`src/rtl/nh_pkg.sv`:
```
`default_nettype none
// ----------------------------------------------------------------------------
// nh_pkg
// shared types, constants and helpers of the letter n-gram histogram
// ----------------------------------------------------------------------------
package nh_pkg;

   localparam int MAX_GRAM    = 4;
   localparam int STORE_DEPTH = 524288;
   localparam int COUNT_BITS  = 16;
   localparam int ADDR_BITS   = $clog2(STORE_DEPTH);
   localparam int KEY_BITS    = 19;
   localparam int LETTER_BITS = 5;
   localparam int CMD_BITS    = 2;
   localparam int LEN_BITS    = 3;
   localparam int OUT_BITS    = 16;
   localparam int FILL_BITS   = $clog2(MAX_GRAM + 1);
   localparam int ALPHA       = 26;
   localparam int QUEUE_DEPTH = 4;
   localparam int QPTR_BITS   = $clog2(QUEUE_DEPTH);
   localparam int QCNT_BITS   = $clog2(QUEUE_DEPTH + 1);

   localparam logic [LEN_BITS-1:0]   DEFAULT_LEN = LEN_BITS'(4);
   localparam logic [COUNT_BITS-1:0] COUNT_MAX   = {COUNT_BITS{1'b1}};
   localparam logic [OUT_BITS-1:0]   OUT_MAX     = {OUT_BITS{1'b1}};

   typedef enum logic [CMD_BITS-1:0] {
      CMD_START = 2'd0,
      CMD_ADD   = 2'd1,
      CMD_READ  = 2'd2
   } cmd_type;

   typedef enum logic [1:0] {
      OP_CLEAR,
      OP_INC,
      OP_READ
   } op_code_type;

   typedef struct packed {
      op_code_type            code;
      logic                   in_range;
      logic [ADDR_BITS-1:0]   addr;
   } op_type;

   typedef struct packed {
      logic full;
      logic empty;
   } queue_status_type;

   typedef struct packed {
      logic sweeping;
   } back_status_type;

   // weight of base-26 digit idx
   function automatic logic [KEY_BITS-1:0] gram_weight(input int idx);
      int w;
      w = 1;
      for (int j = 0; j < MAX_GRAM; j++) begin
         if (j < idx) begin
            w = w * ALPHA;
         end
      end
      return KEY_BITS'(w);
   endfunction

   // clamp a stored count to the output width
   function automatic logic [OUT_BITS-1:0] sat_out(input logic [COUNT_BITS-1:0] c);
      logic [OUT_BITS-1:0] r;
      if (32'(c) > 32'(OUT_MAX)) begin
         r = OUT_MAX;
      end else begin
         r = OUT_BITS'(c);
      end
      return r;
   endfunction

endpackage
`default_nettype wire

```
`src/rtl/nh_queue.sv`:
```
`default_nettype none
// ----------------------------------------------------------------------------
// nh_queue
// short op queue between the front and the histogram back end
// ----------------------------------------------------------------------------
module nh_queue (
   input  wire logic                     clock,
   input  wire logic                     reset,
   input  wire logic                     push,
   input  wire nh_pkg::op_type           push_op,
   input  wire logic                     pop,
   output nh_pkg::op_type                head_op,
   output nh_pkg::queue_status_type      status
);

   nh_pkg::op_type                entries_ff [nh_pkg::QUEUE_DEPTH];
   logic [nh_pkg::QPTR_BITS-1:0]  wr_ptr_ff;
   logic [nh_pkg::QPTR_BITS-1:0]  rd_ptr_ff;
   logic [nh_pkg::QCNT_BITS-1:0]  count_ff;

   assign head_op      = entries_ff[rd_ptr_ff];
   assign status.full  = count_ff == nh_pkg::QCNT_BITS'(nh_pkg::QUEUE_DEPTH);
   assign status.empty = count_ff == '0;

   always_ff @(posedge clock) begin
      if (push) begin
         entries_ff[wr_ptr_ff] <= push_op;
      end
   end

   always_ff @(posedge clock) begin
      if (reset) begin
         wr_ptr_ff <= '0;
         rd_ptr_ff <= '0;
         count_ff  <= '0;
      end else begin
         if (push) begin
            wr_ptr_ff <= wr_ptr_ff + 1'b1;
         end
         if (pop) begin
            rd_ptr_ff <= rd_ptr_ff + 1'b1;
         end
         if (push && !pop) begin
            count_ff <= count_ff + 1'b1;
         end else if (pop && !push) begin
            count_ff <= count_ff - 1'b1;
         end
      end
   end

endmodule
`default_nettype wire

```
`config.mk`:
```
export PLATFORM = sky130hd
export DESIGN_NAME = nh_queue
export DESIGN_NICKNAME = d
export VERILOG_FILES = /design/src/rtl/nh_pkg.sv /design/src/rtl/nh_queue.sv
export SDC_FILE = /design/constraint.sdc
export NUM_CORES = 1
export LEC_CHECK = 0
export BUFFER_PORTS_ARGS = -buffer_cell sky130_fd_sc_hd__buf_2
export CAP_MARGIN = 20
export CELL_PAD_IN_SITES_DETAIL_PLACEMENT = 1
export CELL_PAD_IN_SITES_GLOBAL_PLACEMENT = 1
export CORE_MARGIN = 2
export CORE_UTILIZATION = 44
export CTS_CLUSTER_SIZE = 30
export DETAILED_ROUTE_END_ITERATION = 10
export PLACE_DENSITY_LB_ADDON = 0.1
export SETUP_SLACK_MARGIN = 0.1
export SYNTH_ARGS = -nofsm -noshare
export SYNTH_HDL_FRONTEND = slang
export SYNTH_SLANG_ARGS = --single-unit
```
`constraint.sdc`:
```
create_clock -name clock -period 1.5 [get_ports clock]
set_input_delay 0.075 -clock clock [delete_from_list [all_inputs] [get_ports clock]]
set_output_delay 0.075 -clock clock [all_outputs]
set_load 0.01 [all_outputs]
```
**After elaboration in Yosys (flattened, before gate mapping)**

Memory sizes are Yosys's and may differ from the RTL's. A register that Yosys moved wholly into a read port is not among the register bits.
Index checks and enable logic that the tools add are counted.

- Flip-flop bits (word level): 7
- Bits in latches: 0
- RAM bits: 88
- ROM bits: 0
- Input bits: 26
- Output and inout bits: 24
- Word-level logic and storage cells: 21
- Memories kept: 1

Memories:

| memory | depth | width | read ports | clocked after Yosys merged registers in | wr ports | line | RTL |
|---|---|---|---|---|---|---|---|
| entries_ff | 4 | 22 | 1 | 1 | 1 | nh_queue.sv:16 | `nh_pkg::op_type entries_ff [nh_pkg::QUEUE_DEPTH];` |

- $add $sub $neg: 4
- Multipliers: 0
- Div/mod/pow operators: 0
- Order comparisons: 0
- Eq/ne operators: 1
- Shifts and indexed selects: 0
- Mux-type cells: 6
- Bitwise operators: 0
- Reductions and logical operators: 6

Operator list:

| operator | count |
|---|---|
| 3-bit two-way mux | 2 |
| 2-bit by 1-bit adder with 2-bit output, second input constant | 2 |
| 2-bit two-way mux | 2 |
| 3-bit by 1-bit adder with 3-bit output, second input constant | 1 |
| 3-bit equality test, second input constant | 1 |
| 3-bit logical NOT | 1 |
| 3-bit by 1-bit subtractor with 3-bit output, second input constant | 1 |
| 1-bit logical AND | 2 |
| 1-bit logical NOT | 2 |
| 1-bit two-way mux | 2 |
| 2-bit nonzero test | 1 |

**Longest topological paths before layout**

- Depth after elaboration: 4
- Gate-level depth with buffers: 7
- Gate-level depth less buffers: 7

**Worst setup path before layout**

OpenSTA, ideal clock, no wires.

- Kind: register to register
- Start point: register wr_ptr_ff[0] in the netlist's numbering
- End point: memory entries_ff[2][0] in the netlist's numbering, enable pin
- Library setup time: 0.381 ns
- Arrival: 1.108 ns
- Required time: 1.119 ns
- Setup slack: 0.012 ns
- Cell stages (with the launch flop): 4
- Path buffers: 0
- Clock period less this slack: 1.488 ns
- Cell sequence: dfxtp_1 > inv_1 > ha_1 > and2_1

RTL lines:

| item | line | RTL |
|---|---|---|
| start, declared | nh_queue.sv:17 | `logic [nh_pkg::QPTR_BITS-1:0] wr_ptr_ff;` |
| start signal, assigned | nh_queue.sv:38 | `wr_ptr_ff <= wr_ptr_ff + 1'b1;` |
| end, declared | nh_queue.sv:16 |  |

No word-level cell before the write port.

==> impl_metrics.sql <==
INSERT INTO impl_metrics (metric_group, metric, value, unit) VALUES
('status', 'result_of_the_run', 'complete, but fails checks', ''),
('status', 'violations', 'negative setup slack', ''),
('power', 'p_per_area', '1210', 'mW/mm²'),
('drt', 'detail_route.vias_per_cell', '5.03', ''),
('finish', 'syn_to_final_growth', '29.1', '%'),
('power', 'switching_share', '22.9', '%'),
('critical_path', 'crit_arrival', '1.62', 'ns'),
('timing', 'final-hold-violation-count', '0', ''),
('cts', 'cts.root.buffer_cell', 'sky130_fd_sc_hd__clkbuf_8', ''),
('finish', 'regArea', '0.00283', 'mm²'),
('critical_path', 'worst_setup_path_start_kind', 'register', ''),
('floorplanning', 'io_pins', '50', ''),
('finish', 'final_core_utilization', '57.5', '%'),
('timing', 'final-setup-viol-count', '22', ''),
('timing', 'timing_worst_slew_pin_value', '0.355', 'ns'),
('floorplanning', 'dieArea', '0.00894', 'mm²'),
('logic_synthesis', 'ys_ff_latch', '97', ''),
('finish', 'combined_area_of_the_multi_input_logic_cells', '753', 'µm²'),
('drt', 'drt_iter0_markers', '83', ''),
('floorplanning', 'num_rows', '33', ''),
('drt', 'drc_viols', '0', ''),
('drt', 'dr_vias', '1802', ''),
('cts', 'cts_htree_levels', '3', ''),
('power', 'internal-power', '4.34', 'mW'),
('timing', 'worst_slack', '-0.196', 'ns'),
('power', 'power.ir.vdd_worst', '631', 'µV'),
('floorplanning', 'die_boundary_height', '94.5', 'µm'),
('floorplanning', 'floorplan.initialDensity', '44.6', '%'),
('cts', 'cts.sinks', '97', ''),
('cts', 'cts_made_buffers', '9', ''),
('global_route', 'grt_pass1_vias', '2023', ''),
('critical_path', 'worst_reg_to_reg_path_cell_count', '4', ''),
('timing', 'final_tns_setup', '-3.54', 'ns'),
('critical_path', 'worstSetupEndpointType', 'primary output', ''),
('floorplanning', 'die_w', '94.5', 'µm'),
('timing', 'rsz0062_at_grt', 'yes', ''),
('logic_synthesis', 'synth.avg_cell_area', '22.8', 'µm²'),
('placed_design', 'buffer_ports.inserted', '49', ''),
('global_route', 'grt.overflow.total', '0', ''),
('power', 'p_switching', '1.28', 'mW'),
('global_route', 'grtUsageTotal', '16.8', '%'),
('job', 'cap_viol_max_count', '0', ''),
('drt', 'drt-wirelength-per-cell', '19.0', 'µm'),
('timing', 'timing.clock.skew', '0.0110', 'ns'),
('global_route', 'global_route_wire_length_before_repair', '10700', 'µm'),
('cts', 'clk_pin_slew_worst_paths', '0.08', 'ns'),
('timing', 'finalCriticalPeriod', '1.70', 'ns'),
('logic_synthesis', 'mappedNetlistArea', '0.00361', 'mm²'),
('critical_path', 'worst-setup-path-type', 'register to primary output', ''),
('min_path', 'timing.hold.worst_path_depth', '3', ''),
('logic_synthesis', 'part_of_the_yosys_area_used_for_sequential_elements', '78.3', '%'),
('logic_synthesis', 'netlist-cell-type-count', '21', ''),
('placed_design', 'gpl.final_weighted_congestion', '0.658', ''),
('finish', 'net_total_in_the_final_layout', '280', ''),
('timing', 'fmax', '0.590', 'GHz'),
('drt', 'totalWireLength', '6810', 'µm'),
('global_route', 'grt_max_degree', '23', ''),
('logic_synthesis', 'syn-instance-count', '158', ''),
('drt', 'drt.antenna.violating_nets', '0', ''),
('floorplanning', 'placeableCoreArea', '0.00809', 'mm²'),
('timing', 'min_period_over_period', '113', '%'),
('timing', 'finalMaxSlewViolations', '0', ''),
('power', 'power.combinational.fraction', '14.7', '%'),
('global_route', 'antenna_violations_before_repair', '0', ''),
('finish', 'antenna_cells_inserted', '0', ''),
('finish', 'drive_gt1_share', '42.7', '%'),
('placed_design', 'detailed_place_hpwl', '4330', 'µm'),
('cts', 'max-clock-path-buffers', '2', ''),
('critical_path', 'crit_path_max_fanout', '7', ''),
('min_path', 'min_path_type', 'input pin to register', ''),
('timing', 'slew_headroom', '76.3', '%'),
('power', 'seq_power_share', '56.2', '%'),
('logic_synthesis', 'synthesis.yosys.warnings', '0', ''),
('cts', 'tritoncts', 'yes', ''),
('power', 'power_frac_clock', '29.2', '%'),
('finish', 'filler_cell_count', '745', ''),
('drt', 'drtPass1Iterations', '4', ''),
('cts', 'clock_insertion_delay_worst_skew', '0.35', 'ns'),
('critical_path', 'worstPathRequired', '1.42', 'ns'),
('logic_synthesis', 'synth_fp_nets', '190', ''),
('power', 'static_leakage', '1.64', 'nW');
==> path summary, 6_finish.rpt <==
kind             endpoint  slack (ns)         start
max           head_op[12]       -0.20      register
min          rd_ptr_ff[0]        0.04           pop
max reg2reg   count_ff[2]        0.07   count_ff[1]
min reg2reg      register        0.55  rd_ptr_ff[1]
==> through the flow <==
step | area [µm²] | setup slack, ns | std cells | hold WS, ns | power (mW)
final | 4660 | -0.196 | 358 | 0.0351 | 5.62
after global routing | 4660 | -0.257 | 358 | 0.0596 | 5.84
after CTS | 4590 | -0.220 | 358 | 0.0182 | 5.63
after detailed placement | 4050 | -0.0381 | 314 | 0.296 | 3.86
after global placement | 4050 | 0.0387 | 314 | 0.288 | 3.81
after floorplan | 3610 | 0.135 | 158 | 0.174 | 3.58
==> layout by cell type (no fill, tap or decap), drive strengths merged, types with 2 or more instances in the layout <==
cell and count:
dfxtp 9, ha 5, clkinv 3, dlygate4sd3 23, nor2 7, and2 4
edfxtp 88, mux4 22, xor2 3, clkbuf 10, buf 61, xnor2 2
mux2i 2, inv 6
==> critical path: stages (launching register included) <==
cell                      delay (ns)
sky130_fd_sc_hd__dfxtp_4        0.44
sky130_fd_sc_hd__buf_12         0.16
sky130_fd_sc_hd__mux4_2         0.53
sky130_fd_sc_hd__buf_6          0.14
==> per-layer routing <==
layer | wire length [µm] | track usage (%) | up-vias | part of all wire (%)
li1 | - | - | 817 | -
met3 | 159 | 2.71 | 8 | 2.3
met2 | 3670 | 29.8 | 31 | 54
met4 | 90 | 6.64 | 0 | 1.3
met1 | 2890 | 20.8 | 946 | 42
met5 | 0 | 0 | - | 0
==> synth_stat cells, drive strengths merged <==
cell type  number  area share [%]
edfxtp         88              73
dfxtp           9             5.0
o21ai           1            0.14
or3             1            0.17
xor2            3            0.73
a21oi           1            0.14
xnor2           2            0.49
nor2            7            0.73
mux4           22              14
inv             4            0.42
nor3            1            0.14
clkbuf          1            0.10
nor3b           1            0.21
fa              1            0.55
and2            4            0.69
ha              5             1.7
buf             4            0.90
mux2i           2            0.55
nand2           1            0.10
==> final cells by class <==
cell class / instances / share of cell area, %
Multi-Input combinational cell: 52 / 16.2
Sequential cell: 97 / 60.9
Inverter: 4 / 0.322
Timing Repair Buffer: 84 / 15.7
Tap cell: 105 / 2.82
Clock buffer: 10 / 2.74
Clock inverter: 6 / 1.40
==> cell families after synthesis <==
family	count (synthesis)	synth area share, %
xor gates and xnor gates	5	1.21
muxes	24	14.5
buffers and inverters	9	1.42
and+or+nand+nor	15	2.05
adders and majority gates	6	2.29
AOI/OAI and AO/OA	2	0.277
DFF	97	78.3
==> power by group through the flow <==
stage               clock, mW  combinational (mW)  sequential, mW
global route             1.77               0.899            3.17
detailed placement          0               0.638            3.22
CTS                      1.68               0.787            3.16
floorplan                   0               0.382            3.19
finish                   1.64               0.826            3.16
global placement            0               0.605            3.20
==> flip-flops by register name, indices dropped and copies added (netlist names), named ones only <==
signal      cells
count_ff        3
entries_ff     88
rd_ptr_ff       2
wr_ptr_ff       2
==> timing repair <==
item                       in CTS  in global routing
gates resized for setup        22                 10
cloned                          1                  0
buffers inserted                4                  0
hold buffers                   23                  0
hold endpoints to repair       89                  0
setup endpoints to repair      89                 23
pin swaps                       4                  1
Note: power is estimated with default switching activity, not from simulation.
