File: src/rtl/nh_pkg.sv
`default_nettype none
// ----------------------------------------------------------------------------
// nh_pkg
// shared types, constants and helpers of the letter n-gram histogram
// ----------------------------------------------------------------------------
package nh_pkg;

   localparam int MAX_GRAM    = 4;
   localparam int STORE_DEPTH = 524288;
   localparam int COUNT_BITS  = 16;
   localparam int ADDR_BITS   = $clog2(STORE_DEPTH);
   localparam int KEY_BITS    = 19;
   localparam int LETTER_BITS = 5;
   localparam int CMD_BITS    = 2;
   localparam int LEN_BITS    = 3;
   localparam int OUT_BITS    = 16;
   localparam int FILL_BITS   = $clog2(MAX_GRAM + 1);
   localparam int ALPHA       = 26;
   localparam int QUEUE_DEPTH = 4;
   localparam int QPTR_BITS   = $clog2(QUEUE_DEPTH);
   localparam int QCNT_BITS   = $clog2(QUEUE_DEPTH + 1);

   localparam logic [LEN_BITS-1:0]   DEFAULT_LEN = LEN_BITS'(4);
   localparam logic [COUNT_BITS-1:0] COUNT_MAX   = {COUNT_BITS{1'b1}};
   localparam logic [OUT_BITS-1:0]   OUT_MAX     = {OUT_BITS{1'b1}};

   typedef enum logic [CMD_BITS-1:0] {
      CMD_START = 2'd0,
      CMD_ADD   = 2'd1,
      CMD_READ  = 2'd2
   } cmd_type;

   typedef enum logic [1:0] {
      OP_CLEAR,
      OP_INC,
      OP_READ
   } op_code_type;

   typedef struct packed {
      op_code_type            code;
      logic                   in_range;
      logic [ADDR_BITS-1:0]   addr;
   } op_type;

   typedef struct packed {
      logic full;
      logic empty;
   } queue_status_type;

   typedef struct packed {
      logic sweeping;
   } back_status_type;

   // weight of base-26 digit idx
   function automatic logic [KEY_BITS-1:0] gram_weight(input int idx);
      int w;
      w = 1;
      for (int j = 0; j < MAX_GRAM; j++) begin
         if (j < idx) begin
            w = w * ALPHA;
         end
      end
      return KEY_BITS'(w);
   endfunction

   // clamp a stored count to the output width
   function automatic logic [OUT_BITS-1:0] sat_out(input logic [COUNT_BITS-1:0] c);
      logic [OUT_BITS-1:0] r;
      if (32'(c) > 32'(OUT_MAX)) begin
         r = OUT_MAX;
      end else begin
         r = OUT_BITS'(c);
      end
      return r;
   endfunction

endpackage
`default_nettype wire

File: src/rtl/nh_front.sv
`default_nettype none
// ----------------------------------------------------------------------------
// nh_front
// accepts commands, keeps the sliding letter window and emits histogram ops
// ----------------------------------------------------------------------------
module nh_front (
   input  wire logic                            clock,
   input  wire logic                            reset,
   input  wire logic                            req_valid,
   output logic                                 req_ready,
   input  wire logic [nh_pkg::CMD_BITS-1:0]     req_cmd,
   input  wire logic [nh_pkg::LETTER_BITS-1:0]  req_letter,
   input  wire logic [nh_pkg::KEY_BITS-1:0]     req_read_key,
   input  wire logic [nh_pkg::LEN_BITS-1:0]     gram_length,
   input  wire nh_pkg::queue_status_type        q_status,
   input  wire nh_pkg::back_status_type         back_status,
   output logic                                 push,
   output nh_pkg::op_type                       push_op
);

   logic [nh_pkg::LETTER_BITS-1:0] digits_ff [nh_pkg::MAX_GRAM];
   logic [nh_pkg::LETTER_BITS-1:0] digits_in [nh_pkg::MAX_GRAM];
   logic [nh_pkg::FILL_BITS-1:0]   fill_ff;
   logic [nh_pkg::FILL_BITS-1:0]   fill_in;
   logic [nh_pkg::FILL_BITS-1:0]   eff_len;
   logic [nh_pkg::KEY_BITS-1:0]    new_key;
   logic                           accept;
   logic                           letter_ok;
   logic                           count_ok;

   assign req_ready = !q_status.full && !back_status.sweeping;
   assign accept    = req_valid && req_ready;
   assign letter_ok = 32'(req_letter) < 32'(nh_pkg::ALPHA);

   always_comb begin
      if (gram_length == '0) begin
         eff_len = nh_pkg::FILL_BITS'(1);
      end else if (32'(gram_length) > 32'(nh_pkg::MAX_GRAM)) begin
         eff_len = nh_pkg::FILL_BITS'(nh_pkg::MAX_GRAM);
      end else begin
         eff_len = nh_pkg::FILL_BITS'(gram_length);
      end
   end

   // shift in the letter, keeping only the low eff_len digits
   always_comb begin
      digits_in[0] = req_letter;
      for (int i = 1; i < nh_pkg::MAX_GRAM; i++) begin
         digits_in[i] = (nh_pkg::FILL_BITS'(i) < eff_len) ? digits_ff[i-1] : '0;
      end
   end

   always_comb begin
      new_key = '0;
      for (int i = 0; i < nh_pkg::MAX_GRAM; i++) begin
         new_key = new_key
                 + nh_pkg::KEY_BITS'(digits_in[i]) * nh_pkg::gram_weight(i);
      end
   end

   assign fill_in  = (32'(fill_ff) < 32'(nh_pkg::MAX_GRAM)) ? fill_ff + 1'b1 : fill_ff;
   assign count_ok = (fill_in >= eff_len) && (32'(new_key) < 32'(nh_pkg::STORE_DEPTH));

   always_comb begin
      push             = 1'b0;
      push_op.code     = nh_pkg::OP_READ;
      push_op.in_range = 32'(req_read_key) < 32'(nh_pkg::STORE_DEPTH);
      push_op.addr     = req_read_key[nh_pkg::ADDR_BITS-1:0];
      case (req_cmd)
         nh_pkg::CMD_START: begin
            push         = accept;
            push_op.code = nh_pkg::OP_CLEAR;
         end
         nh_pkg::CMD_ADD: begin
            push             = accept && letter_ok && count_ok;
            push_op.code     = nh_pkg::OP_INC;
            push_op.in_range = 1'b1;
            push_op.addr     = new_key[nh_pkg::ADDR_BITS-1:0];
         end
         nh_pkg::CMD_READ: begin
            push = accept;
         end
         default: begin
            push = 1'b0;
         end
      endcase
   end

   always_ff @(posedge clock) begin
      if (reset) begin
         fill_ff <= '0;
         for (int i = 0; i < nh_pkg::MAX_GRAM; i++) begin
            digits_ff[i] <= '0;
         end
      end else if (accept) begin
         if (req_cmd == nh_pkg::CMD_START) begin
            fill_ff <= '0;
            for (int i = 0; i < nh_pkg::MAX_GRAM; i++) begin
               digits_ff[i] <= '0;
            end
         end else if (req_cmd == nh_pkg::CMD_ADD && letter_ok) begin
            fill_ff <= fill_in;
            for (int i = 0; i < nh_pkg::MAX_GRAM; i++) begin
               digits_ff[i] <= digits_in[i];
            end
         end
      end
   end

endmodule
`default_nettype wire

File: config.mk
export PLATFORM = sky130hd
export DESIGN_NAME = nh_front
export DESIGN_NICKNAME = d
export VERILOG_FILES = /design/src/rtl/nh_pkg.sv /design/src/rtl/nh_front.sv
export SDC_FILE = /design/constraint.sdc
export NUM_CORES = 1
export LEC_CHECK = 0
export BUFFER_PORTS_ARGS = -buffer_cell sky130_fd_sc_hd__buf_2
export CAP_MARGIN = 15
export CORE_MARGIN = 1
export CORE_UTILIZATION = 60
export DETAILED_ROUTE_END_ITERATION = 7
export PLACE_DENSITY_LB_ADDON = 0.1
export SETUP_SLACK_MARGIN = 0.15
export SLEW_MARGIN = 20
export SYNTH_ARGS = -nofsm -noshare
export SYNTH_HDL_FRONTEND = slang
export SYNTH_SLANG_ARGS = --single-unit
File: constraint.sdc
create_clock -name clock -period 14.7 [get_ports clock]
set_input_delay 2.94 -clock clock [delete_from_list [all_inputs] [get_ports clock]]
set_output_delay 2.94 -clock clock [all_outputs]
set_load 0.02 [all_outputs]
== Word level (Yosys, flattened, before mapping) ==
Memory sizes are Yosys's and may differ from the RTL's.
Index checks and enable logic that the tools add are counted.
W data, S select, Z words.

* Reductions and logical operators: 12
* Eq/ne operators: 2
* Bitwise gates (word level): 8
* Mux-type cells: 30
* Multipliers: 3
* Order comparisons: 7
* Add/subtract/negate cells: 4

{| class="wikitable"
|+ Operators with widths
! cell !! count
|-
| $mux W5 || 11
|-
| $add A16 B19 Y19 || 1
|-
| $mux W19 || 1
|-
| $add A11 B15 Y16 || 1
|-
| $mul A5 B12 Y16 const B || 1
|-
| $mux W3 || 5
|-
| $mul A5 B8 Y13 const B || 1
|-
| $add A5 B10 Y11 || 1
|-
| $mux W1 || 11
|-
| $mul A5 B4 Y9 const B || 1
|-
| $or A1 B1 Y1 || 8
|-
| $lt A2 B3 Y1 const A || 2
|-
| $logic_and A1 B1 Y1 || 5
|-
| $lt A5 B5 Y1 const B || 1
|-
| $pmux W2 S2 || 1
|-
| $add A3 B1 Y3 const B || 1
|-
| $ge A3 B3 Y1 || 1
|-
| $gt A3 B3 Y1 const B || 1
|-
| $logic_not A3 Y1 || 1
|-
| $lt A1 B3 Y1 const A || 1
|-
| $lt A3 B3 Y1 const B || 1
|-
| $eq A2 B1 Y1 const B || 1
|-
| $eq A2 B2 Y1 const B || 1
|-
| $logic_not A1 Y1 || 2
|-
| 5 further kinds || 5
|}

* RAM bits: 20
* Input port bits: 35
* Memories: 1
* Bits in registers: 3

{| class="wikitable"
|+ Memories
! memory !! words !! bits a word !! rd ports !! clocked after Yosys merged registers in !! write ports !! line !! RTL
|-
| digits_ff || 4 || 5 || 3 || 0 || 4 || nh_front.sv:21 || <nowiki>logic [nh_pkg::LETTER_BITS-1:0] digits_ff [nh_pkg::MAX_GRAM];</nowiki>
|}

== Longest topological paths before layout ==
Gate-level depths: netlist of the first run.

* Depth after elaboration: 10
* Mapped depth: 25
* Mapped depth without buffers: 24

== Worst setup path before layout of the first run ==
No wires, ideal clock.

* Kind: in2out
* From: input gram_length[2] (netlist bit)
* To: output push_op[17] (netlist bit)
* Setup slack: 3.900 ns
* Cell stages on the path: 23
* Arrival time: 7.860 ns
* Path through: clkbuf_1 -> nor2_1 -> nor2b_1 -> ha_1 -> inv_1 -> fa_1 -> inv_1 -> ha_1 -> a21o_1 -> a21oi_1 -> o21bai_1 -> a21oi_1 -> xor2_1 -> fa_1 -> inv_1 -> ha_1 -> ha_1 -> a21oi_1 -> o21ai_0 -> o21a_1 -> a221o_1 -> a2111o_1 -> o211ai_1

{| class="wikitable"
|+ RTL lines
! item !! line !! RTL
|-
| from (decl) || nh_front.sv:14 || <nowiki>input wire logic [nh_pkg::LEN_BITS-1:0] gram_length,</nowiki>
|-
| to (decl) || nh_front.sv:18 || <nowiki>output nh_pkg::op_type push_op</nowiki>
|}

==> out/qor.yml, run 1 <==
global_route:
  grt_util_met3_pct: 2.76
  grt_use_met2_pct: 45.1
  grt_max_degree: 35
  grt-ovfl-total: 0
  grt_usage_pct: 25.1
  grt_pass1_vias: 2939
  busiest_layer: "met2"
  antenna_found_initial: 0
  met1_usage_pct: 33.7
  grt_pass1_wl_um: 12600
placement:
  dp_hpwl_um: 6490
  gp_congestion: 0.842
  pre_cts_ws_ns: 3.37
  portBuffers: 56
  dp_cells: 555
pwr:
  ir_worst_vdd_mv: 0.0621
  p_leak_nw: 2.23
  p_per_area_nw_per_um2: 59.4
floorplan:
  die_height_um: 78.9
  die_x_um: 78.9
  row_count: 27
  io_pins: 59
  coreArea_um2: 5610
  die-area_um2: 6230
  initial_core_util_pct: 63.3
timing:
  finalHoldViolCount: 0
  hold_slack_ns: 0.495
  totalNegativeSetupSlack_ns: 0
  skew_ns: 0.00284
  fmax_mhz: 87.9
  setup_viol: 0
  relSlewSlack_pct: 57.9
  slew_viol_final: 0
  finalCritPeriodShare_pct: 77.4
  setup_slack_ns: 3.32
  grt_setup_unrepaired: "no"
  tightest_slew_ns: 0.629
  min_period_ns: 11.38
layout:
  fin_nets: 619
  layout-drive-gt1-share_pct: 14.0
  layout_common_cells: "ha_1, buf_2, nand2_1, inv_1, nor2_1"
  n_fill_cell: 504
  area_growth_pct: 10.6
  instances_no_fill: 559
  multiInputGateArea_um2: 2860
  antennaDiodeCount: 0
  regArea_um2: 460
  final_common_cell: "ha_1"
synth:
  ys_seq_area_share_pct: 13.0
  async_flop_share_pct: 0
  avgSynthCellArea_um2: 8.12
  synth_edf_count: 10
  yosysWarnings: 0
  synth_cells: 437
  ys_seq_elements: 18
  synthFlopType: "edfxtp_1"
  synthDistinctLibCells: 50
  synth_nets: 568
  syn_area_um2: 3550
worst_setup_path:
  required_ns: 11.76
  crit_type: "input pin to output port"
  start_kind: "input pin"
  cp.arrival_ns: 8.44
  worstPathMaxFanout: 10
  cp-end-kind: "output port"
run_status:
  outcome: "complete, no violations"
drt:
  ant_nets: 0
  drc: 0
  via_count: 3114
  dr.pass1.iters: 5
  drtIter0Drc: 73
  avgRoutedWirePerCell_um: 13.4
  viasPerCell: 5.57
  wl_um: 7500
clocking:
  cts_setup_buffers: 0
  clock_latency_ns: 0.25
  cts_buffers: 3
  cts-root-buf: "clkbuf_8"
  cts-resized-gates: 0
  cts_max_level: 1
  cts_hold_buf: 0
  clock_path_buffers: 2
  cts_tree: "done"
  clock-sinks: 18
  clkTransAtPathRegs_ns: 0.07
job:
  maxCapViolCount: 0
hold_path:
  min_path_type: "flop to flop"
synth_stat cells (2+ instances only):
| master | count | area, µm² |
|---|---|---|
| nor2_1 | 35 | 131 |
| nor2b_1 | 5 | 31.3 |
| and2_1 | 11 | 68.8 |
| a21o_1 | 8 | 60.1 |
| nand4_1 | 2 | 12.5 |
| o211ai_1 | 8 | 60.1 |
| a31oi_1 | 5 | 31.3 |
| a311oi_1 | 3 | 26.3 |
| fa_1 | 17 | 340 |
| a21oi_1 | 27 | 135 |
| inv_1 | 49 | 184 |
| nand2b_1 | 8 | 50.1 |
| nor3_1 | 2 | 10.0 |
| nand3_1 | 8 | 40.0 |
| o21ai_1 | 7 | 35.0 |
| edfxtp_1 | 10 | 300 |
| nor3b_1 | 2 | 15.0 |
| o21ai_0 | 12 | 60.1 |
| or2_2 | 4 | 25.0 |
| a221o_1 | 2 | 20.0 |
| dfxtp_1 | 8 | 160 |
| xnor2_1 | 21 | 184 |
| nand3b_1 | 2 | 15.0 |
| and3_1 | 2 | 12.5 |
| nand2_1 | 49 | 184 |
| o21a_1 | 5 | 37.5 |
| clkbuf_1 | 10 | 37.5 |
| ha_1 | 79 | 988 |
| o21bai_1 | 5 | 37.5 |
| xor2_1 | 11 | 96.3 |
cell type report:
cell class	count	area share, %
multi-input cells	358	72.7
clock inverters	1	0.0956
clock buffers	3	1.05
inverters	50	4.78
repair buffers	57	7.33
flip-flops and latches	18	11.7
well taps	72	2.29
power breakdown:
part	switching [mW]	leakage, nW	internal (mW)	total [mW]
Clock	0.0165	0.0231	0.0185	0.0351
Combinational	0.0833	2.04	0.0599	0.143
Sequential	0.000567	0.166	0.0546	0.0551
Total	0.100	2.23	0.133	0.233
routing by layer:
metal	vias up	routed length [µm]
met5	-	0
met4	0	23
met3	4	217
met2	61	3620
met1	1449	3640
li1	1600	-
registers in the layout (all words and copies together) (netlist names):
name and cells:
fill_ff 3, digits_ff 15
worst paths after layout:
check / to / slack, ns / cells after the start / startpoint
setup / recovery: push_op[17] / 3.32 / 24 / gram_length[2]
hold / removal: digits_ff[2][1] / 0.50 / 2 / digits_ff[2][1]
setup reg to reg: fill_ff[1] / 13.43 / 4 / fill_ff[0]
hold reg to reg: digits_ff[2][1] / 0.50 / 2 / digits_ff[2][1]
per-stage QoR:
| stage | power, mW | instance area [µm²] | utilization [%] |
|---|---|---|---|
| floorplan | 0.164 | 3550 | - |
| global placement | 0.194 | 3880 | 69.2 |
| detailed placement | 0.200 | 3880 | 69.2 |
| CTS | 0.234 | 3930 | 70.0 |
| global route | 0.255 | 3930 | 70.0 |
| finish | 0.233 | 3930 | 70.0 |
cell families (layout without fill, tap and decap cells):
group	after synthesis	count (layout)	synth area share, %
adder cells (fa/ha/maj)	96	96	37.4
flip-flops	18	18	13.0
multiplexers	2	2	0.599
other	1	1	0.106
buffers and inverters	61	111	6.56
XOR/XNOR	32	32	7.90
AO/OA/AOI/OAI	91	91	16.4
AND/OR/NAND/NOR	136	136	18.1
critical path, cell delays in order:
cell      delay (ns)
buf_2           0.18
nor2_1          0.10
nor2b_1         0.39
ha_1            0.21
inv_1           0.05
fa_1            0.55
inv_1           0.06
ha_1            0.28
a21o_1          0.18
a21oi_1         0.23
o21bai_1        0.10
a21oi_1         0.18
xor2_1          0.33
fa_1            0.47
inv_1           0.07
ha_1            0.22
ha_1            0.35
a21oi_1         0.16
o21ai_0         0.11
o21a_1          0.25
a221o_1         0.33
a2111o_1        0.41
o211ai_1        0.09
buf_2           0.18
Power figures use the tool's default switching activity.
==> run 2, diff against run 1 <==
- CORE_UTILIZATION: 60 -> 53
- clock period: 14.7 -> 9.1 ns (I/O delays scaled with it)
==> out/qor.yml, run 2 (synthesis results as in run 1) <==
drt:
  dr.pass1.iters: 7  # +2
  drc: 2  # +2
  avgRoutedWirePerCell_um: 12.6  # -6.0%
  wl_um: 7210  # -3.8%
  viasPerCell: 5.37  # -3.6%
  drtIter0Drc: 86  # +18%
  ant_nets: 0  # unchanged
  via_count: 3071  # -1.4%
worst_setup_path:
  cp-end-kind: "output port"
  required_ns: 7.28  # -4.48 ns
  ff2ff_path_depth: 4  # unchanged
  start_kind: "input pin"
  crit_type: "input pin to output port"
  worstPathMaxFanout: 6  # -4
  cp.arrival_ns: 6.88  # -1.56 ns
placement:
  pre_cts_ws_ns: 0.0905  # -3.28 ns
  gp_congestion: 0.798  # -5.3%
  dp_hpwl_um: 6190  # -4.6%
  portBuffers: 56  # unchanged
run_status:
  violations: "DRC"
  outcome: "finished with violations"
timing:
  min_period_ns: 8.70
  relSlewSlack_pct: 56.0  # -1.9 points
  totalNegativeSetupSlack_ns: 0  # unchanged
  finalHoldViolCount: 0  # unchanged
  fmax_mhz: 115
  finalCritPeriodShare_pct: 95.6
  setup_slack_ns: 0.397  # -2.92 ns
  grt_setup_unrepaired: "no"
  skew_ns: 0.00295  # +0.000115 ns
  setup_viol: 0  # unchanged
  slew_viol_final: 0  # unchanged
  tightest_slew_ns: 0.658  # +0.0289 ns
floorplan:
  die_height_um: 83.8  # +6.2%
  die_x_um: 83.8  # +6.2%
  initial_core_util_pct: 55.3  # -8.0 points
  row_count: 29  # +7.4%
  coreArea_um2: 6420  # +15%
  die-area_um2: 7030  # +13%
  io_pins: 59  # unchanged
layout:
  layout_common_cells: "ha_1, buf_2, nand2_1, inv_1, nor2_1"
  final_common_cell: "ha_1"
  n_fill_cell: 596  # +18%
  top_register: "digits_ff"
  layout-drive-gt1-share_pct: 17.6  # +3.6 points
  fin_nets: 627  # +1.3%
  largest_reg_flops: 15  # unchanged
  top_regs: "digits_ff (15), fill_ff (3)"
  antennaDiodeCount: 0  # unchanged
  area_growth_pct: 14.0
  post-route-util_pct: 63.0  # -7.0 points
clocking:
  cts-root-buf: "clkbuf_8"
  clock_latency_ns: 0.25  # about the same
  clkTransAtPathRegs_ns: 0.07  # about the same
  cts_tree: "done"
  cts_hold_buf: 0  # unchanged
  cts_buffers: 3  # unchanged
  clock_path_buffers: 2  # unchanged
  clock-sinks: 18  # unchanged
  cts_max_level: 1  # unchanged
global_route:
  grt-ovfl-total: 0  # unchanged
  grt_pass1_vias: 2832  # -3.6%
  grt_max_degree: 35  # unchanged
  grt_pass1_wl_um: 12400  # -1.3%
  antenna_found_initial: 0  # unchanged
  grt_usage_pct: 21.4  # -3.7 points
job:
  maxCapViolCount: 0  # unchanged
pwr:
  ir_worst_vdd_mv: 0.125  # +100%
  p_leak_nw: 2.27  # +2.0%
  p_per_area_nw_per_um2: 95.1  # +60%
hold_path:
  min_path_type: "flop to flop"
  whs_path_depth: 2  # unchanged
## run 2: cell types whose count changed in the layout (fill, tap and decap cells not counted), sizes merged
cell,previous run,this run
buf,57,65
## run 2: repair_timing
action                     4_1_cts  5_1_grt
pin swaps                        0        2
buffers inserted                 0        1
gates resized for setup          1       13
setup endpoints to repair        1        3
## run 2: worst paths after layout
check                                startpoint              end  slack [ns]
worst min register to register  digits_ff[2][1]  digits_ff[2][1]        0.49
worst max-delay path             gram_length[1]      push_op[17]        0.40
worst max register to register       fill_ff[0]       fill_ff[1]        7.83
worst min-delay path            digits_ff[2][1]  digits_ff[2][1]        0.49
## run 2: area by class of cell
type,instances,area [µm²],share of cell area [%]
repair buffers,65,350,8.66
clock buffers,3,41.3,1.02
flip-flops and latches,18,460,11.4
clock inverters,1,3.75,0.0927
inverters,50,188,4.64
well taps,77,96.3,2.38
multi-input cells,358,2910,71.8
## run 2: power by group
group | switching, mW | total, mW | internal (mW)
registers | 0.000942 | 0.0891 | 0.0882
clock network | 0.0262 | 0.0562 | 0.0300
logic | 0.135 | 0.240 | 0.105
total | 0.162 | 0.385 | 0.223
## run 2: metrics by stage
| stage | instances | hold slack (ns) | power (mW) | cell area [µm²] |
|---|---|---|---|---|
| 2_1_floorplan | 437 | 0.447 | 0.265 | 3550 |
| 3_3_place_gp | 567 | 0.468 | 0.321 | 3940 |
| 4_1_cts | 571 | 0.495 | 0.382 | 3990 |
| 3_5_place_dp | 567 | 0.480 | 0.325 | 3940 |
| 6_report | 572 | 0.493 | 0.385 | 4050 |
| 5_1_grt | 572 | 0.548 | 0.425 | 4050 |
## run 2: critical path, cell delays in order
cell	delay, ns
buf_2	0.15
nor2_4	0.14
nor2b_1	0.10
ha_1	0.27
inv_1	0.05
fa_1	0.56
inv_1	0.06
ha_1	0.28
a21o_1	0.19
a21oi_2	0.18
o21bai_1	0.08
a21oi_1	0.18
xor2_1	0.13
fa_1	0.54
inv_1	0.04
ha_1	0.32
ha_4	0.27
a21oi_1	0.14
o21ai_0	0.12
o21a_1	0.24
a221o_1	0.34
a2111o_1	0.42
o211ai_1	0.09
buf_4	0.16
## run 2: routing by layer
metal	global-route usage, %	vias up	wire length, µm
met1	31.6	1417	3650
met3	1.48	0	191
met5	0	-	0
met4	2.66	0	0
li1	-	1614	-
met2	35.2	40	3370
==> run 3, diff against run 2 <==
- ABC_AREA: unset -> 1
- TNS_END_PERCENT: unset -> 10
==> out/qor.yml, run 3 <==
layout:
  area_growth_pct: 10.7
  n_fill_cell: 646  # +8.4%
  instances_no_fill: 652  # +14%
  fin_nets: 688  # +9.7%
  top_regs: "digits_ff (15), fill_ff (3)"
  final_common_cell: "nand2_1"
  layout_common_cells: "nand2_1, inv_1, ha_1"
  largest_reg_flops: 15  # unchanged
  antennaDiodeCount: 0  # unchanged
  top_register: "digits_ff"
  layout-drive-gt1-share_pct: 15.5  # -2.1 points
worst_setup_path:
  cp-end-kind: "output port"
  worstPathMaxFanout: 10  # +4
  start_kind: "input pin"
  crit_type: "input pin to output port"
  required_ns: 7.28  # about the same
  ff2ff_path_depth: 5  # +1
  cp.arrival_ns: 6.70  # -0.18 ns
synth:
  async_flop_share_pct: 0  # unchanged
  synthFlopType: "edfxtp_1"
  avgSynthCellArea_um2: 7.41  # -8.7%
  netlist_top_cells_area: "ha_1, nand2_1, fa_1, edfxtp_1, inv_1"
  yosysMostFrequentCell: "nand2_1"
  yosysTopAreaCellShare_pct: 26.5  # -1.3 points
  synth_nets: 634  # +12%
  syn_area_um2: 3730  # +5.0%
  ys_seq_area_share_pct: 12.3  # -0.62 points
  yosysWarnings: 0  # unchanged
  synthDistinctLibCells: 43  # -14%
  ys_seq_elements: 18  # unchanged
  synth_cells: 503  # +15%
  synth_edf_count: 10  # unchanged
  ys_top_cells_by_count: "nand2_1, inv_1, ha_1, nor2_1, a21oi_1"
  synth_top_area_cell: "ha_1"
global_route:
  antenna_found_initial: 0  # unchanged
  grt_max_degree: 30  # -14%
  grt_pass1_vias: 3049  # +7.7%
  grt_usage_pct: 20.8  # -0.54 points
  grt-ovfl-total: 0  # unchanged
  grt_pass1_wl_um: 12600  # +1.1%
timing:
  tightest_slew_ns: 0.770  # +0.112 ns
  relSlewSlack_pct: 48.6  # -7.4 points
  grt_setup_unrepaired: "no"
  totalNegativeSetupSlack_ns: 0  # unchanged
  fmax_mhz: 117  # +2.2%
  finalCritPeriodShare_pct: 93.6  # -2.0 points
  slew_viol_final: 0  # unchanged
  hold_slack_ns: 0.461  # -0.0322 ns
  finalHoldViolCount: 0  # unchanged
  setup_viol: 0  # unchanged
  skew_ns: 0.00404  # +0.00108 ns
  min_period_ns: 8.52  # -0.185 ns
pwr:
  p_per_area_nw_per_um2: 93.1  # -2.1%
  finalPower_mw: 0.384  # -0.16%
  p_leak_nw: 2.45  # +8.0%
  ir_worst_vdd_mv: 0.109  # -13%
placement:
  portBuffers: 56  # unchanged
  dp_cells: 648  # +14%
  gp_congestion: 0.855  # +7.2%
  dp_hpwl_um: 6540  # +5.7%
drt:
  drc: 0  # -2
  viasPerCell: 4.99  # -7.1%
  ant_nets: 0  # unchanged
  drtIter0Drc: 65  # -24%
  avgRoutedWirePerCell_um: 11.4  # -9.8%
  wl_um: 7420  # +2.8%
  via_count: 3251  # +5.9%
  dr.pass1.iters: 4  # -3
hold_path:
  whs_path_depth: 2  # unchanged
  min_path_type: "flop to flop"
floorplan:
  io_pins: 59  # unchanged
  coreArea_um2: 6790  # +5.8%
  die-area_um2: 7370  # +4.9%
  row_count: 30  # +3.4%
  die_height_um: 85.9  # +2.4%
  die_x_um: 85.9  # +2.4%
  initial_core_util_pct: 54.9  # -0.39 points
clocking:
  clock-sinks: 18  # unchanged
  clock_path_buffers: 2  # unchanged
  cts_setup_buffers: 0  # unchanged
  cts_max_level: 1  # unchanged
  clkTransAtPathRegs_ns: 0.06  # about the same
  cts_buffers: 3  # unchanged
  cts-root-buf: "clkbuf_8"
  cts_tree: "done"
  clock_latency_ns: 0.25  # about the same
job:
  maxCapViolCount: 0  # unchanged
run_status:
  outcome: "complete, no violations"
-- run 3: cell types whose count changed after synthesis, sizes merged, moves of 10 or more --
cell	before	now
xnor2	21	11
nand2	49	109
o21ai	19	29
nand3	8	22
and2	11	0
inv	50	84
-- run 3: path summary, 6_finish.rpt --
path                   startpoint         endpoint  slack [ns]
setup reg to reg       fill_ff[0]       fill_ff[1]        7.96
hold / removal    digits_ff[2][0]  digits_ff[2][0]        0.46
setup / recovery   gram_length[2]      push_op[18]        0.58
hold reg to reg   digits_ff[2][0]  digits_ff[2][0]        0.46
-- run 3: timing repair --
action	4_1_cts	5_1_grt
hold buffers	0	0
gates resized for setup	0	1
endpoints found under the setup margin	0	3
-- run 3: final cells by class --
cell class | count | area (µm²) | share of cell area, %
multi-input cells | 394 | 2910 | 70.4
flip-flops and latches | 18 | 460 | 11.2
inverters | 84 | 315 | 7.64
repair buffers | 56 | 280 | 6.79
well taps | 96 | 120 | 2.91
clock buffers | 3 | 41.3 | 1.00
clock inverters | 1 | 3.75 | 0.0910
-- run 3: cell families (layout without fill, tap and decap cells) --
family / Yosys count / in the layout / share of synthesized area (%)
simple gates: 188 / 188 / 23.1
fa+ha+maj: 96 / 96 / 35.6
buf+inv: 91 / 144 / 9.80
compound gates: 80 / 80 / 12.2
xor+xnor: 29 / 29 / 6.81
flops: 18 / 18 / 12.3
other cells: 1 / 1 / 0.101
-- run 3: critical path, cell delays in order --
cell     delay (ns)
buf_2          0.20
nor2_2         0.31
nor2_1         0.17
ha_1           0.30
inv_1          0.05
fa_1           0.55
inv_1          0.06
ha_1           0.28
nand3_1        0.08
nand2_1        0.10
a21o_1         0.17
a21oi_1        0.15
xor2_1         0.13
fa_1           0.54
inv_1          0.04
ha_1           0.29
ha_1           0.37
a21oi_1        0.21
o21ai_1        0.12
nand2_1        0.10
nand3_1        0.13
nand3_2        0.11
nand2_1        0.05
nand2_1        0.05
nand3_1        0.06
nand2_1        0.08
buf_2          0.15
-- run 3: per-stage QoR --
step	util [%]	setup WS (ns)	instance area (µm²)
floorplan	-	0.965	3730
finish	60.7	0.582	4130
global placement	60.0	0.483	4080
global route	60.7	0.184	4130
CTS	60.7	0.413	4120
detailed placement	60.0	0.420	4080
-- run 3: report_power, final --
| group | switching [mW] | leakage [nW] | total [mW] | internal (mW) |
|---|---|---|---|---|
| Combinational | 0.146 | 2.27 | 0.240 | 0.0942 |
| Sequential | 0.00109 | 0.166 | 0.0896 | 0.0885 |
| Clock | 0.0248 | 0.0231 | 0.0547 | 0.0299 |
-- run 3: layer usage --
metal  track usage [%]  part of all wire (%)  up-vias
li1                  -                     -     1755
met1              25.9                    48     1453
met2              39.3                    49       34
met3              1.15                   1.4        9
met4              4.85                   1.6        0
met5                 0                     0        -
